[config.mk]
export PLATFORM = sky130hd
export DESIGN_NAME = laser_scan_polar_projection_top
export DESIGN_NICKNAME = d
export VERILOG_FILES = /design/src/hw/rtl/lspp_pkg.sv /design/src/hw/rtl/lspp_cordic.sv /design/src/hw/rtl/lspp_track.sv /design/src/hw/rtl/laser_scan_polar_projection_top.sv
export SDC_FILE = /design/constraint.sdc
export NUM_CORES = 2
export LEC_CHECK = 0
export ABC_AREA = 1
export CORE_MARGIN = 2
export CORE_UTILIZATION = 45
export DETAILED_ROUTE_END_ITERATION = 16
export DONT_BUFFER_PORTS = 1
export HOLD_SLACK_MARGIN = 0.03
export PLACE_DENSITY = 0.57
export SYNTH_ARGS = -nofsm -noshare
export SYNTH_HDL_FRONTEND = slang
export SYNTH_SLANG_ARGS = --single-unit
export TNS_END_PERCENT = 30
[constraint.sdc]
create_clock -name clk -period 12.9 [get_ports clk]
set_clock_uncertainty 0.2 [all_clocks]
set_input_delay 0.645 -clock clk [delete_from_list [all_inputs] [get_ports clk]]
set_output_delay 0.645 -clock clk [all_outputs]
set_load 0.1 [all_outputs]
[src/hw/rtl/lspp_pkg.sv]
// ----------------------------------------------------------------------------
// lspp_pkg - shared types and constants for the laser scan polar projection
// Register indices, field widths, CORDIC gain and arctangent table.
// ----------------------------------------------------------------------------
package lspp_pkg;

    localparam int CFG_IDX_W  = 3;
    localparam int CFG_DATA_W = 32;

    localparam logic [CFG_IDX_W-1:0] REG_ANGLE_START     = 3'd0;
    localparam logic [CFG_IDX_W-1:0] REG_ANGLE_STEP      = 3'd1;
    localparam logic [CFG_IDX_W-1:0] REG_RANGE_FLOOR     = 3'd2;
    localparam logic [CFG_IDX_W-1:0] REG_RANGE_CEILING   = 3'd3;
    localparam logic [CFG_IDX_W-1:0] REG_TIME_STEP_NS    = 3'd4;
    localparam logic [CFG_IDX_W-1:0] REG_CHANNEL_ENABLES = 3'd5;

    localparam int EN_INTENSITY = 0;
    localparam int EN_INDEX     = 1;
    localparam int EN_DISTANCE  = 2;
    localparam int EN_STAMP     = 3;

    localparam int INDEX_W = 13;
    localparam int KEPT_W  = 14;
    localparam int STAMP_W = 45;
    localparam int S_TDATA_W = 48;
    localparam int M_TDATA_W = 184;

    // CORDIC datapath: Q16.18 magnitude with headroom for the gain
    localparam int X_W = 36;
    localparam int Z_W = 33;
    localparam int ATAN_IDX_W = 5;
    localparam logic [29:0] GAIN_Q30 = 30'h26DD3B6A;

    typedef struct packed {
        logic [31:0]        angle;
        logic [INDEX_W-1:0] index;
        logic               kept;
        logic [KEPT_W-1:0]  kept_total;
    } lspp_sample_t;

    typedef struct packed {
        logic [31:0] time_step_ns;
        logic [3:0]  channel_enables;
    } lspp_cfg_t;

    // atan(2^-i) as a fraction of a full turn, 2^32 per turn
    function automatic logic [31:0] atan_turn(input logic [ATAN_IDX_W-1:0] i);
        logic [31:0] v;
        case (i)
            5'd0:  v = 32'h20000000;
            5'd1:  v = 32'h12E4051E;
            5'd2:  v = 32'h09FB385B;
            5'd3:  v = 32'h051111D4;
            5'd4:  v = 32'h028B0D43;
            5'd5:  v = 32'h0145D7E1;
            5'd6:  v = 32'h00A2F61E;
            5'd7:  v = 32'h00517C55;
            5'd8:  v = 32'h0028BE53;
            5'd9:  v = 32'h00145F2F;
            5'd10: v = 32'h000A2F98;
            5'd11: v = 32'h000517CC;
            5'd12: v = 32'h00028BE6;
            5'd13: v = 32'h000145F3;
            5'd14: v = 32'h0000A2FA;
            5'd15: v = 32'h0000517D;
            5'd16: v = 32'h000028BE;
            5'd17: v = 32'h0000145F;
            5'd18: v = 32'h00000A30;
            5'd19: v = 32'h00000518;
            5'd20: v = 32'h0000028C;
            5'd21: v = 32'h00000146;
            5'd22: v = 32'h000000A3;
            5'd23: v = 32'h00000051;
            5'd24: v = 32'h00000029;
            5'd25: v = 32'h00000014;
            5'd26: v = 32'h0000000A;
            5'd27: v = 32'h00000005;
            5'd28: v = 32'h00000003;
            5'd29: v = 32'h00000001;
            5'd30: v = 32'h00000001;
            default: v = 32'h00000000;
        endcase
        return v;
    endfunction

endpackage

[src/hw/rtl/lspp_cordic.sv]
// ----------------------------------------------------------------------------
// lspp_cordic - iterative CORDIC rotator
// Rotates (range, 0) by a binary angle, one micro-rotation per cycle.
// ----------------------------------------------------------------------------
module lspp_cordic #(
    parameter int CORDIC_STEPS = 16
) (
    input  logic        clk,
    input  logic        rst_n,
    input  logic        start,
    input  logic [31:0] range_q16,
    input  logic [31:0] angle,
    output logic        done,
    output logic [31:0] pos_x,
    output logic [31:0] pos_y
);

    localparam logic [1:0] PH_IDLE = 2'd0;
    localparam logic [1:0] PH_LOAD = 2'd1;
    localparam logic [1:0] PH_ROT  = 2'd2;
    localparam logic [1:0] PH_FIN  = 2'd3;
    localparam logic [lspp_pkg::ATAN_IDX_W-1:0] LAST_STEP =
        lspp_pkg::ATAN_IDX_W'(CORDIC_STEPS - 1);

    logic [1:0]  phase_reg, phase_next;
    logic        done_reg;
    logic [61:0] prod_reg;
    logic        flip_reg;
    logic signed [lspp_pkg::Z_W-1:0] z_reg;
    logic signed [lspp_pkg::X_W-1:0] x_reg, y_reg;
    logic [lspp_pkg::ATAN_IDX_W-1:0] iter_reg;
    logic [31:0] pos_x_reg, pos_y_reg;

    logic        flip;
    logic [31:0] ang_quarter, a_fold;
    logic [62:0] prod_round;
    logic signed [lspp_pkg::X_W-1:0] dx, dy, x_rot, y_rot, x_fin, y_fin;
    logic signed [lspp_pkg::Z_W-1:0] atan_z, z_rot;

    function automatic logic [31:0] round_sat(input logic signed [lspp_pkg::X_W-1:0] v);
        logic signed [lspp_pkg::X_W-1:0] t;
        logic [31:0] r;
        t = (v + 36'sd2) >>> 2;
        if (t > 36'sd2147483647)
            r = 32'h7FFF_FFFF;
        else if (t < -36'sd2147483648)
            r = 32'h8000_0000;
        else
            r = t[31:0];
        return r;
    endfunction

    // fold the angle into the right half plane
    assign ang_quarter = angle + 32'h4000_0000;
    assign flip        = ang_quarter[31];
    assign a_fold      = flip ? (angle ^ 32'h8000_0000) : angle;

    assign prod_round = {1'b0, prod_reg} + 63'(1 << 27);

    assign dx     = y_reg >>> iter_reg;
    assign dy     = x_reg >>> iter_reg;
    assign atan_z = signed'({1'b0, lspp_pkg::atan_turn(iter_reg)});

    always_comb
    begin
        if (!z_reg[lspp_pkg::Z_W-1])
        begin
            x_rot = x_reg - dx;
            y_rot = y_reg + dy;
            z_rot = z_reg - atan_z;
        end
        else
        begin
            x_rot = x_reg + dx;
            y_rot = y_reg - dy;
            z_rot = z_reg + atan_z;
        end
    end

    assign x_fin = flip_reg ? -x_reg : x_reg;
    assign y_fin = flip_reg ? -y_reg : y_reg;

    always_comb
    begin
        phase_next = phase_reg;
        unique case (phase_reg)
            PH_IDLE: if (start) phase_next = PH_LOAD;
            PH_LOAD: phase_next = PH_ROT;
            PH_ROT:  if (iter_reg == LAST_STEP) phase_next = PH_FIN;
            PH_FIN:  phase_next = PH_IDLE;
            default: phase_next = PH_IDLE;
        endcase
    end

    always_ff @(posedge clk or negedge rst_n)
    begin
        if (!rst_n)
        begin
            phase_reg <= PH_IDLE;
            done_reg  <= 1'b0;
        end
        else
        begin
            phase_reg <= phase_next;
            done_reg  <= (phase_reg == PH_FIN);
        end
    end

    always_ff @(posedge clk)
    begin
        unique case (phase_reg)
            PH_IDLE:
            begin
                if (start)
                begin
                    prod_reg <= range_q16 * lspp_pkg::GAIN_Q30;
                    flip_reg <= flip;
                    z_reg    <= signed'({a_fold[31], a_fold});
                end
            end
            PH_LOAD:
            begin
                x_reg    <= signed'({1'b0, prod_round[62:28]});
                y_reg    <= '0;
                iter_reg <= '0;
            end
            PH_ROT:
            begin
                x_reg    <= x_rot;
                y_reg    <= y_rot;
                z_reg    <= z_rot;
                iter_reg <= iter_reg + 1'b1;
            end
            PH_FIN:
            begin
                pos_x_reg <= round_sat(x_fin);
                pos_y_reg <= round_sat(y_fin);
            end
            default: ;
        endcase
    end

    assign done  = done_reg;
    assign pos_x = pos_x_reg;
    assign pos_y = pos_y_reg;

endmodule

[src/hw/rtl/lspp_track.sv]
// ----------------------------------------------------------------------------
// lspp_track - configuration registers and sweep tracking
// Holds the register file, sample index, beam angle and kept count.
// ----------------------------------------------------------------------------
module lspp_track #(
    parameter int MAX_POINTS = 8192
) (
    input  logic                            clk,
    input  logic                            rst_n,
    input  logic                            cfg_we,
    input  logic [lspp_pkg::CFG_IDX_W-1:0]  cfg_index,
    input  logic [lspp_pkg::CFG_DATA_W-1:0] cfg_data,
    input  logic                            take,
    input  logic [31:0]                     range_q16,
    input  logic                            last_sample,
    output lspp_pkg::lspp_sample_t          sample,
    output lspp_pkg::lspp_cfg_t             cfg
);

    localparam int IDX_W = $clog2(MAX_POINTS);
    localparam int CNT_W = $clog2(MAX_POINTS + 1);
    localparam logic [IDX_W-1:0] IDX_MAX = IDX_W'(MAX_POINTS - 1);
    localparam logic [CNT_W-1:0] CNT_MAX = CNT_W'(MAX_POINTS);

    logic [31:0] angle_start_reg, angle_step_reg, range_floor_reg, range_ceiling_reg;
    logic [31:0] time_step_reg;
    logic [3:0]  enables_reg;
    logic [IDX_W-1:0] index_reg;
    logic [CNT_W-1:0] kept_cnt_reg, kept_cnt_next;
    logic [31:0] angle_reg;
    logic        kept;
    logic [31:0] index_wide, kept_wide;

    assign kept = (range_q16 >= range_floor_reg) && (range_q16 < range_ceiling_reg);
    assign kept_cnt_next = (kept && (kept_cnt_reg < CNT_MAX)) ?
                           kept_cnt_reg + CNT_W'(1) : kept_cnt_reg;

    always_ff @(posedge clk or negedge rst_n)
    begin
        if (!rst_n)
        begin
            angle_start_reg   <= '0;
            angle_step_reg    <= '0;
            range_floor_reg   <= '0;
            range_ceiling_reg <= '1;
            time_step_reg     <= '0;
            enables_reg       <= '0;
            index_reg         <= '0;
            kept_cnt_reg      <= '0;
            angle_reg         <= '0;
        end
        else if (take)
        begin
            if (last_sample)
            begin
                index_reg    <= '0;
                kept_cnt_reg <= '0;
                angle_reg    <= angle_start_reg;
            end
            else
            begin
                kept_cnt_reg <= kept_cnt_next;
                if (index_reg < IDX_MAX)
                begin
                    index_reg <= index_reg + 1'b1;
                    angle_reg <= angle_reg + angle_step_reg;
                end
            end
        end
        else if (cfg_we)
        begin
            unique case (cfg_index)
                lspp_pkg::REG_ANGLE_START:
                begin
                    angle_start_reg <= cfg_data;
                    if (index_reg == '0)
                        angle_reg <= cfg_data;
                end
                lspp_pkg::REG_ANGLE_STEP:      angle_step_reg    <= cfg_data;
                lspp_pkg::REG_RANGE_FLOOR:     range_floor_reg   <= cfg_data;
                lspp_pkg::REG_RANGE_CEILING:   range_ceiling_reg <= cfg_data;
                lspp_pkg::REG_TIME_STEP_NS:    time_step_reg     <= cfg_data;
                lspp_pkg::REG_CHANNEL_ENABLES: enables_reg       <= cfg_data[3:0];
                default: ;
            endcase
        end
    end

    assign index_wide = 32'(index_reg);
    assign kept_wide  = 32'(kept_cnt_next);

    assign sample.angle      = angle_reg;
    assign sample.index      = index_wide[lspp_pkg::INDEX_W-1:0];
    assign sample.kept       = kept;
    assign sample.kept_total = kept_wide[lspp_pkg::KEPT_W-1:0];

    assign cfg.time_step_ns    = time_step_reg;
    assign cfg.channel_enables = enables_reg;

endmodule

[src/hw/rtl/laser_scan_polar_projection_top.sv]
// ----------------------------------------------------------------------------
// laser_scan_polar_projection_top - lidar range sample to Cartesian point
// Projects each range sample onto x/y by CORDIC and tags it with sweep data.
// ----------------------------------------------------------------------------
//  channel   dir  tdata / tuser / tlast
//  s_*       in   tdata: range_q16, intensity_in; tlast: last_sample
//  m_*       out  tdata: pos_x .. kept_total; tuser: kept; tlast: sweep_end
//  cfg_*     in   write only: cfg_we, cfg_index, cfg_data
//
//  One sample at a time passes through the single CORDIC unit, one micro-rotation per
//  cycle; the next sample is not taken until the rotator has finished the last one.
//  s_tready is high only while no sample is in the rotator; a finished
//  result waits in the output register, so the next sample may enter.
//  A stalled master side holds the following result until m_tready.
//  Reset is asynchronous; no clearing pass.
// ----------------------------------------------------------------------------
module laser_scan_polar_projection_top #(
    parameter int MAX_POINTS   = 8192,
    parameter int CORDIC_STEPS = 16
) (
    input  logic                            clk,
    input  logic                            rst_n,
    input  logic                            s_tvalid,
    output logic                            s_tready,
    input  logic [lspp_pkg::S_TDATA_W-1:0]  s_tdata,   // range_q16, intensity_in
    input  logic                            s_tlast,
    output logic                            m_tvalid,
    input  logic                            m_tready,
    // pos_x, pos_y, sample_index, distance_out, intensity_out, stamp_ns, kept_total
    output logic [lspp_pkg::M_TDATA_W-1:0]  m_tdata,
    output logic                            m_tuser,   // kept
    output logic                            m_tlast,
    input  logic                            cfg_we,
    input  logic [lspp_pkg::CFG_IDX_W-1:0]  cfg_index,
    input  logic [lspp_pkg::CFG_DATA_W-1:0] cfg_data
);

    localparam logic [1:0] ST_IDLE = 2'd0;
    localparam logic [1:0] ST_BUSY = 2'd1;
    localparam logic [1:0] ST_HOLD = 2'd2;

    logic [1:0] state_reg, state_next;
    logic       m_tvalid_reg;

    logic [31:0] range_reg;
    logic [15:0] inten_reg;
    logic        last_reg;
    logic        kept_reg;
    logic [lspp_pkg::INDEX_W-1:0] index_reg;
    logic [lspp_pkg::KEPT_W-1:0]  kept_total_reg;
    logic [lspp_pkg::STAMP_W-1:0] stamp_reg;

    logic [lspp_pkg::M_TDATA_W-1:0] m_tdata_reg;
    logic m_tuser_reg, m_tlast_reg;

    logic accept, out_free, load_out;
    logic cordic_done;
    logic [31:0] pos_x, pos_y;
    logic [3:0]  en;

    lspp_pkg::lspp_sample_t sample;
    lspp_pkg::lspp_cfg_t    cfg;

    assign s_tready = (state_reg == ST_IDLE);
    assign accept   = s_tvalid && s_tready;
    assign out_free = !m_tvalid_reg || m_tready;
    assign load_out = out_free &&
                      (((state_reg == ST_BUSY) && cordic_done) || (state_reg == ST_HOLD));
    assign en       = cfg.channel_enables;

    lspp_track #(
        .MAX_POINTS (MAX_POINTS)
    ) u_track (
        .clk         (clk),
        .rst_n       (rst_n),
        .cfg_we      (cfg_we),
        .cfg_index   (cfg_index),
        .cfg_data    (cfg_data),
        .take        (accept),
        .range_q16   (s_tdata[31:0]),
        .last_sample (s_tlast),
        .sample      (sample),
        .cfg         (cfg)
    );

    lspp_cordic #(
        .CORDIC_STEPS (CORDIC_STEPS)
    ) u_cordic (
        .clk       (clk),
        .rst_n     (rst_n),
        .start     (accept),
        .range_q16 (s_tdata[31:0]),
        .angle     (sample.angle),
        .done      (cordic_done),
        .pos_x     (pos_x),
        .pos_y     (pos_y)
    );

    always_comb
    begin
        state_next = state_reg;
        unique case (state_reg)
            ST_IDLE: if (accept) state_next = ST_BUSY;
            ST_BUSY:
            begin
                if (cordic_done)
                    state_next = out_free ? ST_IDLE : ST_HOLD;
            end
            ST_HOLD: if (out_free) state_next = ST_IDLE;
            default: state_next = ST_IDLE;
        endcase
    end

    always_ff @(posedge clk or negedge rst_n)
    begin
        if (!rst_n)
        begin
            state_reg    <= ST_IDLE;
            m_tvalid_reg <= 1'b0;
        end
        else
        begin
            state_reg <= state_next;
            if (load_out)
                m_tvalid_reg <= 1'b1;
            else if (m_tready)
                m_tvalid_reg <= 1'b0;
        end
    end

    always_ff @(posedge clk)
    begin
        if (accept)
        begin
            range_reg      <= s_tdata[31:0];
            inten_reg      <= s_tdata[47:32];
            last_reg       <= s_tlast;
            kept_reg       <= sample.kept;
            index_reg      <= sample.index;
            kept_total_reg <= sample.kept_total;
        end
        if (state_reg == ST_BUSY)
            stamp_reg <= lspp_pkg::STAMP_W'(index_reg) * lspp_pkg::STAMP_W'(cfg.time_step_ns);
        if (load_out)
        begin
            m_tdata_reg[31:0]    <= pos_x;
            m_tdata_reg[63:32]   <= pos_y;
            m_tdata_reg[76:64]   <= en[lspp_pkg::EN_INDEX] ? index_reg : '0;
            m_tdata_reg[108:77]  <= en[lspp_pkg::EN_DISTANCE] ? range_reg : '0;
            m_tdata_reg[124:109] <= en[lspp_pkg::EN_INTENSITY] ? inten_reg : '0;
            m_tdata_reg[169:125] <= en[lspp_pkg::EN_STAMP] ? stamp_reg : '0;
            m_tdata_reg[183:170] <= kept_total_reg;
            m_tuser_reg          <= kept_reg;
            m_tlast_reg          <= last_reg;
        end
    end

    assign m_tvalid = m_tvalid_reg;
    assign m_tdata  = m_tdata_reg;
    assign m_tuser  = m_tuser_reg;
    assign m_tlast  = m_tlast_reg;

`ifndef SYNTHESIS
    a_accept_busy: assert property (@(posedge clk) disable iff (!rst_n)
        accept |=> (state_reg == ST_BUSY) && !s_tready)
        else $error("accepted sample did not start the rotator");

    a_done_in_busy: assert property (@(posedge clk) disable iff (!rst_n)
        cordic_done |-> (state_reg == ST_BUSY))
        else $error("rotator finished with no sample in flight");

    a_load_sets_valid: assert property (@(posedge clk) disable iff (!rst_n)
        load_out |=> m_tvalid && (state_reg == ST_IDLE))
        else $error("result load lost");

    a_hold_waits: assert property (@(posedge clk) disable iff (!rst_n)
        (state_reg == ST_HOLD) |-> m_tvalid_reg)
        else $error("result held with empty output register");
`endif

endmodule

=== Word-level counts from Yosys, hierarchy flattened ===
Memory sizes are Yosys's and may differ from the RTL's. A register that Yosys moved wholly into a read port is not among the register bits.
Index checks and enable logic that the tools add are counted.

* ROM bits: 960
* Logic and storage cells: 147
* Bits in registers: 773
* Memories kept: 1
* Bits of input ports: 89
* Output and inout bits: 188

{| class="wikitable"
|+ Memory list
! memory !! words !! bits a word !! read ports !! clocked after memory_dff !! write ports !! RTL line !! source
|-
| (no name shown) || 32 || 30 || 1 || 1 || 0 || lspp_pkg.sv:49 || <nowiki>case (i)</nowiki>
|}

* Eq/ne operators: 17
* Reduce and logical (&&, ||, !) cells: 31
* $mul: 2
* Add/subtract/negate cells: 16
* $lt $le $gt $ge: 8
* Bitwise logic cells: 2
* Multiplexer cells: 33
* Shift-type cells: 2

{| class="wikitable"
|+ Operators with widths
! cell !! number
|-
| 32-bit 2-to-1 mux || 9
|-
| 36-bit 2-to-1 mux || 4
|-
| 36-bit one-hot mux with 2 select lines || 2
|-
| 36-bit by 3-bit adder with 36-bit output, second input constant || 2
|-
| 36-bit adder || 2
|-
| 36-bit negation || 2
|-
| 36-bit by 5-bit >>> shifter with 36-bit output || 2
|-
| 36-bit subtractor || 2
|-
| 34-bit by 32-bit > comparator with 1-bit output, second input constant || 2
|-
| 34-bit by 32-bit less-than comparator with 1-bit output, second input constant || 2
|-
| 33-bit 2-to-1 mux || 2
|-
| 33-bit one-hot mux with 2 select lines || 1
|-
| 62-bit by 28-bit adder with 63-bit output, second input constant || 1
|-
| 32-bit by 29-bit multiplier with 61-bit output, second input constant || 1
|-
| 13-bit by 32-bit multiplier with 45-bit output || 1
|-
| 33-bit adder || 1
|-
| 33-bit subtractor || 1
|-
| 32-bit by 31-bit adder with 32-bit output, second input constant || 1
|-
| 32-bit adder || 1
|-
| 32-bit >= comparator || 1
|-
| 32-bit less-than comparator || 1
|-
| 14-bit 2-to-1 mux || 2
|-
| 13-bit 2-to-1 mux || 2
|-
| 3-bit AND reduction || 7
|-
| other kinds (30) || 59
|}

=== Depth between registers and ports, before layout ===
* Depth in word-level cells: 5
* Gate-level depth with buffers: 34
* Mapped depth without buffers: 31

=== Modules after synthesis ===
Synthesis repeated with hierarchy kept, for this count alone.

* Cells, all modules: 10427
* Area total of the unflattened synthesis: 82479.1 µm²

{| class="wikitable"
|+ By module, submodules not included
! module !! area each (µm²) !! seq. area each (µm²) !! times used !! cells each
|-
| lspp_cordic || 45023.2 || 6981.7 || 1 || 6134
|-
| laser_scan_polar_projection_top || 24511.0 || 9323.9 || 1 || 2614
|-
| lspp_track || 12944.9 || 5620.4 || 1 || 1679
|}

=== Worst setup path after synthesis ===
OpenSTA, ideal clock, no wires.

* Kind: reg-to-reg
* From: register state_reg[1]
* To: register m_tdata_reg (netlist bit m_tdata[0]), enable pin
* Path slack: 1.474 ns
* Cell stages (with the launch flop): 6
* Period minus slack after synthesis: 11.426 ns
* Path buffers: 0
* Setup time: 0.738 ns
* Required time: 11.962 ns
* Arrival: 10.488 ns
* Cell sequence: dfrtp_1 > nor2_1 > nand2_1 > nand2_1 > inv_1 > nor2_1

* Longest elaborated chain between the ends: 4
* Elaborated cells between the ends (all ways): 5
* Classes of those cells: eq/ne (2); reduce/logical (3)

{| class="wikitable"
|+ RTL lines
! item !! RTL line !! source
|-
| start: declaration || laser_scan_polar_projection_top.sv:42 || <nowiki>logic [1:0] state_reg, state_next;</nowiki>
|-
| start signal: assignment || laser_scan_polar_projection_top.sv:123 || <nowiki>state_reg <= state_next;</nowiki>
|-
| 2-bit by 1-bit == test with 1-bit output || laser_scan_polar_projection_top.sv:68 || <nowiki>(((state_reg == ST_BUSY) && cordic_done) || (state_reg == ST_HOLD));</nowiki>
|-
| 1-bit logical AND || laser_scan_polar_projection_top.sv:68 ||
|-
| 1-bit logical OR (*) || laser_scan_polar_projection_top.sv:68 ||
|-
| 1-bit logical AND (*) || laser_scan_polar_projection_top.sv:67 || <nowiki>assign load_out = out_free &&</nowiki>
|-
| via load_out || laser_scan_polar_projection_top.sv:56 || <nowiki>logic accept, out_free, load_out;</nowiki>
|-
| end: declaration || laser_scan_polar_projection_top.sv:53 || <nowiki>logic [lspp_pkg::M_TDATA_W-1:0] m_tdata_reg;</nowiki>
|}

Mark *: on every way through the listed nets, which the timed path passes. The rest lies on a longest branch.
A chain may end at the register's enable or synchronous reset.

=== Worst setup path in the final report ===
* From: input s_tdata[8] (netlist bit)
* To: register u_cordic.prod_reg[61], data pin

* Longest elaborated chain between the ends: 1

{| class="wikitable"
|+ RTL lines
! item !! RTL line !! source
|-
| start: declaration || laser_scan_polar_projection_top.sv:25 || <nowiki>input logic [lspp_pkg::S_TDATA_W-1:0] s_tdata,</nowiki>
|-
| 32-bit by 29-bit multiplier with 61-bit output || lspp_cordic.sv:116 || <nowiki>prod_reg <= range_q16 * lspp_pkg::GAIN_Q30;</nowiki>
|-
| end signal: assignment || lspp_cordic.sv:116 ||
|-
| end: declaration || lspp_cordic.sv:27 || <nowiki>logic [61:0] prod_reg;</nowiki>
|}

Every way passes these cells.

==> impl_metrics.py <==
metrics = {
    "status": {
        "outcome": "finished clean",
    },
    "finish": {
        "drive_gt1_frac": 0.0403,
        "layout.nets": 11302,
        "largest_register_ff_count": 184,
        "mostFrequentLayoutCells": "nand2_1, inv_1, fa_1, ha_1, nand3_1",
        "fillers": 17476,
        "mostFrequentLayoutCell": "nand2_1",
        "area_delta_synth_final_pct": 7.50,
    },
    "clock_tree": {
        "clkSinkCount": 777,
        "clk_path_buf_depth": 3,
        "insertion_delay_ns": 0.75,
        "cts_tree": "done",
        "cts_buffers": 92,
        "cts.repair.resized": 0,
        "clkTransAtPathRegs_ns": 0.06,
        "cts_root_buf": "clkbuf_16",
        "htree_levels": 3,
        "cts_setup_buffers": 0,
    },
    "routing": {
        "num_vias": 64878,
        "vias_per_cell": 5.32,
        "wirelength_mm": 240,
        "drc_errors": 0,
        "ant_nets": 0,
        "first_pass_iters": 7,
        "drt-initial-drc-count": 5513,
        "wire_per_inst_um": 19.7,
    },
    "sta": {
        "slew_violations": 0,
        "setup_tns_ns": 0,
        "fmax_mhz": 146,
        "finalSetupViolCount": 0,
        "slew_headroom": 0.0997,
        "rsz0062_at_grt": "no",
        "min_period_ns": 6.83,
        "worstMarginPinSlew_ns": 1.35,
        "period_share": 0.530,
        "final_hold_viol_count": 0,
    },
    "critical_path": {
        "cp_slowest_cell": "fa_1",
        "path_buf_inv": 7,
        "critical-path-top-delay-family": "adder cells",
        "arrival_ns": 7.07,
        "reg2reg_setup_slack_ns": 6.24,
        "reg2reg_depth": 26,
        "critPathKind": "primary input to flop",
        "path_common_cell": "fa_1",
        "cp_data_required_time_ns": 13.14,
        "reg2reg_to": "u_cordic.y_reg[27]$_SDFFCE_PN0N_",
        "end_kind": "flop",
        "slowest_delay_ns": 0.55,
        "critPathMaxFanout": 9,
        "r2r_start": "u_cordic.iter_reg[1]$_DFFE_PN_",
        "startpoint_type": "primary input",
    },
    "global_route": {
        "track_usage": 0.265,
        "grt_max_degree": 230,
        "grt_overflow_total": 0,
        "grt_pass1_wl_mm": 377,
        "antenna_found_initial": 5,
        "grt_pass1_vias": 65543,
    },
    "synth": {
        "synth_edf_count": 518,
        "syn-num-nets": 11371,
        "avgSynthCellArea_um2": 8.19,
        "yosys_warnings": 0,
        "yosys.area_share.simple": 0.206,
        "synthMuxAreaShare": 0.000140,
        "synthArstFlopShare": 0.295,
        "synthCells": 9827,
        "synthAdderAreaFrac": 0.300,
        "ys_types": 73,
        "synth_xor_area_frac": 0.0347,
        "synth_area_um2": 80400,
        "synth-compound-area-share": 0.0830,
        "seq_area_frac_synth": 0.273,
        "synth_seq_cells": 777,
        "synth_ff_type": "edfxtp_1",
        "synth_top_family_by_area": "adder cells",
    },
    "hold_path": {
        "holdPathStages": 2,
        "hold_path_class": "primary input to flop",
        "min_from": "cfg_data[15]",
        "hold-path-endpoint": "u_track.angle_step_reg[15]$_DFFE_PN0P_",
    },
    "placed_design": {
        "place_congestion": 0.955,
        "portBuffers": 0,
        "dp_hpwl_mm": 193,
    },
    "flow_run": {
        "cap_violations": 0,
    },
    "floorplan": {
        "fp.dieH_um": 427,
        "coreArea_um2": 178000,
        "rows": 155,
        "die_area_um2": 182000,
        "start_util": 0.452,
        "io_pins": 277,
        "die_w_um": 427,
    },
}
metal layers:
layer / part of all wire / track usage
met1: 0.47 / 0.379
met2: 0.45 / 0.419
met3: 0.065 / 0.0461
met4: 0.019 / 0.0549
met5: 0.000029 / 0
cell families (layout without fill, tap and decap cells):
logic type	count (synthesis)	after routing
other	0	3
buffers and inverters	2163	2170
XOR/XNOR	309	309
adder cells (fa/ha/maj)	1455	1455
AO/OA/AOI/OAI	1197	1197
AND/OR/NAND/NOR	3925	3925
flip-flops	777	777
multiplexers	1	1
cell usage after synthesis (15+ instances only):
| master | n | area [µm²] |
|---|---|---|
| a21o_1 | 26 | 195 |
| a21oi_1 | 424 | 2120 |
| a221oi_1 | 19 | 166 |
| a31oi_1 | 53 | 332 |
| buf_1 | 25 | 93.8 |
| buf_2 | 45 | 225 |
| buf_6 | 19 | 214 |
| clkbuf_1 | 192 | 721 |
| dfrtp_1 | 197 | 4930 |
| dfstp_2 | 32 | 841 |
| dfxtp_1 | 30 | 601 |
| edfxtp_1 | 518 | 15600 |
| fa_1 | 791 | 15800 |
| ha_1 | 664 | 8310 |
| inv_1 | 1858 | 6970 |
| inv_2 | 15 | 56.3 |
| nand2_1 | 2369 | 8890 |
| nand2_2 | 21 | 131 |
| nand3_1 | 627 | 3140 |
| nand3b_1 | 16 | 120 |
| nand4_1 | 102 | 638 |
| nor2_1 | 577 | 2170 |
| nor2_2 | 20 | 125 |
| nor3_1 | 76 | 380 |
| nor4_1 | 29 | 181 |
| o211ai_1 | 27 | 203 |
| o21a_1 | 26 | 195 |
| o21ai_0 | 497 | 2490 |
| o21bai_1 | 18 | 135 |
| or2_2 | 33 | 206 |
| xnor2_1 | 104 | 911 |
| xor2_1 | 195 | 1710 |
stage by stage:
step            util  area, µm²  setup WS [ns]  instances  hold WS, ns
3_5_place_dp   0.464      82500           5.30      11943        0.155
6_report       0.486      86500           6.07      12192       0.0987
2_1_floorplan      -      80400           1.47       9827        0.149
5_1_grt        0.486      86500           5.70      12191       0.0881
3_3_place_gp   0.464      82500           5.36      11943        0.155
4_1_cts        0.486      86500           6.08      12189       0.0391
worst reg2reg max path: stages, from the launching register on:
cell      delay, ns
edfxtp_1       0.43
clkinv_2       0.78
or2_2          0.81
nand3_1        0.13
nand3_1        0.10
nand2_1        0.13
nand2_1        0.05
nand2_1        0.20
nand2_1        0.09
nor2_1         0.11
nand2_1        0.13
nor2_4         0.23
nand3_1        0.19
nand2_1        0.11
xor2_1         0.25
inv_1          0.07
ha_1           0.37
nand2_1        0.09
nor2_1         0.28
inv_1          0.11
nor4_1         0.57
a21oi_1        0.15
inv_1          0.12
nand2_1        0.09
o21ai_0        0.37
a21oi_1        0.12
o21a_1         0.15
final cells by class:
type / instances / area, µm² / share of cell area
inverter: 1877 / 7050 / 0.0816
tap: 2355 / 2950 / 0.0341
clock buffer: 118 / 2510 / 0.0290
multi-input combinational: 6887 / 50300 / 0.581
sequential: 777 / 21900 / 0.254
antenna: 3 / 7.51 / 0.0000868
timing repair buffer: 123 / 1130 / 0.0131
clock inverter: 52 / 644 / 0.00745
how the worst max path moves through the flow:
stage                     cells after the start                startpoint                         endpoint  slack (ns)
final                                        27                s_tdata[8]  u_cordic.prod_reg[61]$_DFFE_PP_        6.07
after global routing                         27                s_tdata[8]  u_cordic.prod_reg[61]$_DFFE_PP_        5.70
after CTS                                    27                s_tdata[8]  u_cordic.prod_reg[61]$_DFFE_PP_        6.08
after detailed placement                     27                s_tdata[8]  u_cordic.prod_reg[61]$_DFFE_PP_        5.30
after global placement                       29                s_tdata[8]  u_cordic.prod_reg[60]$_DFFE_PP_        5.36
after floorplan                               5  state_reg[1]$_DFFE_PN0P_             m_tdata[0]$_DFFE_PP_        1.47
repair_timing:
item / 4_1_cts / 5_1_grt
hold endpoints to repair: 372 / 0
hold buffers: 76 / 0
setup endpoints to repair: 0 / 0
Power is left out: the tool's default activity adds up to more than one toggle a clock period on the data nets, which glitch-free logic cannot reach.
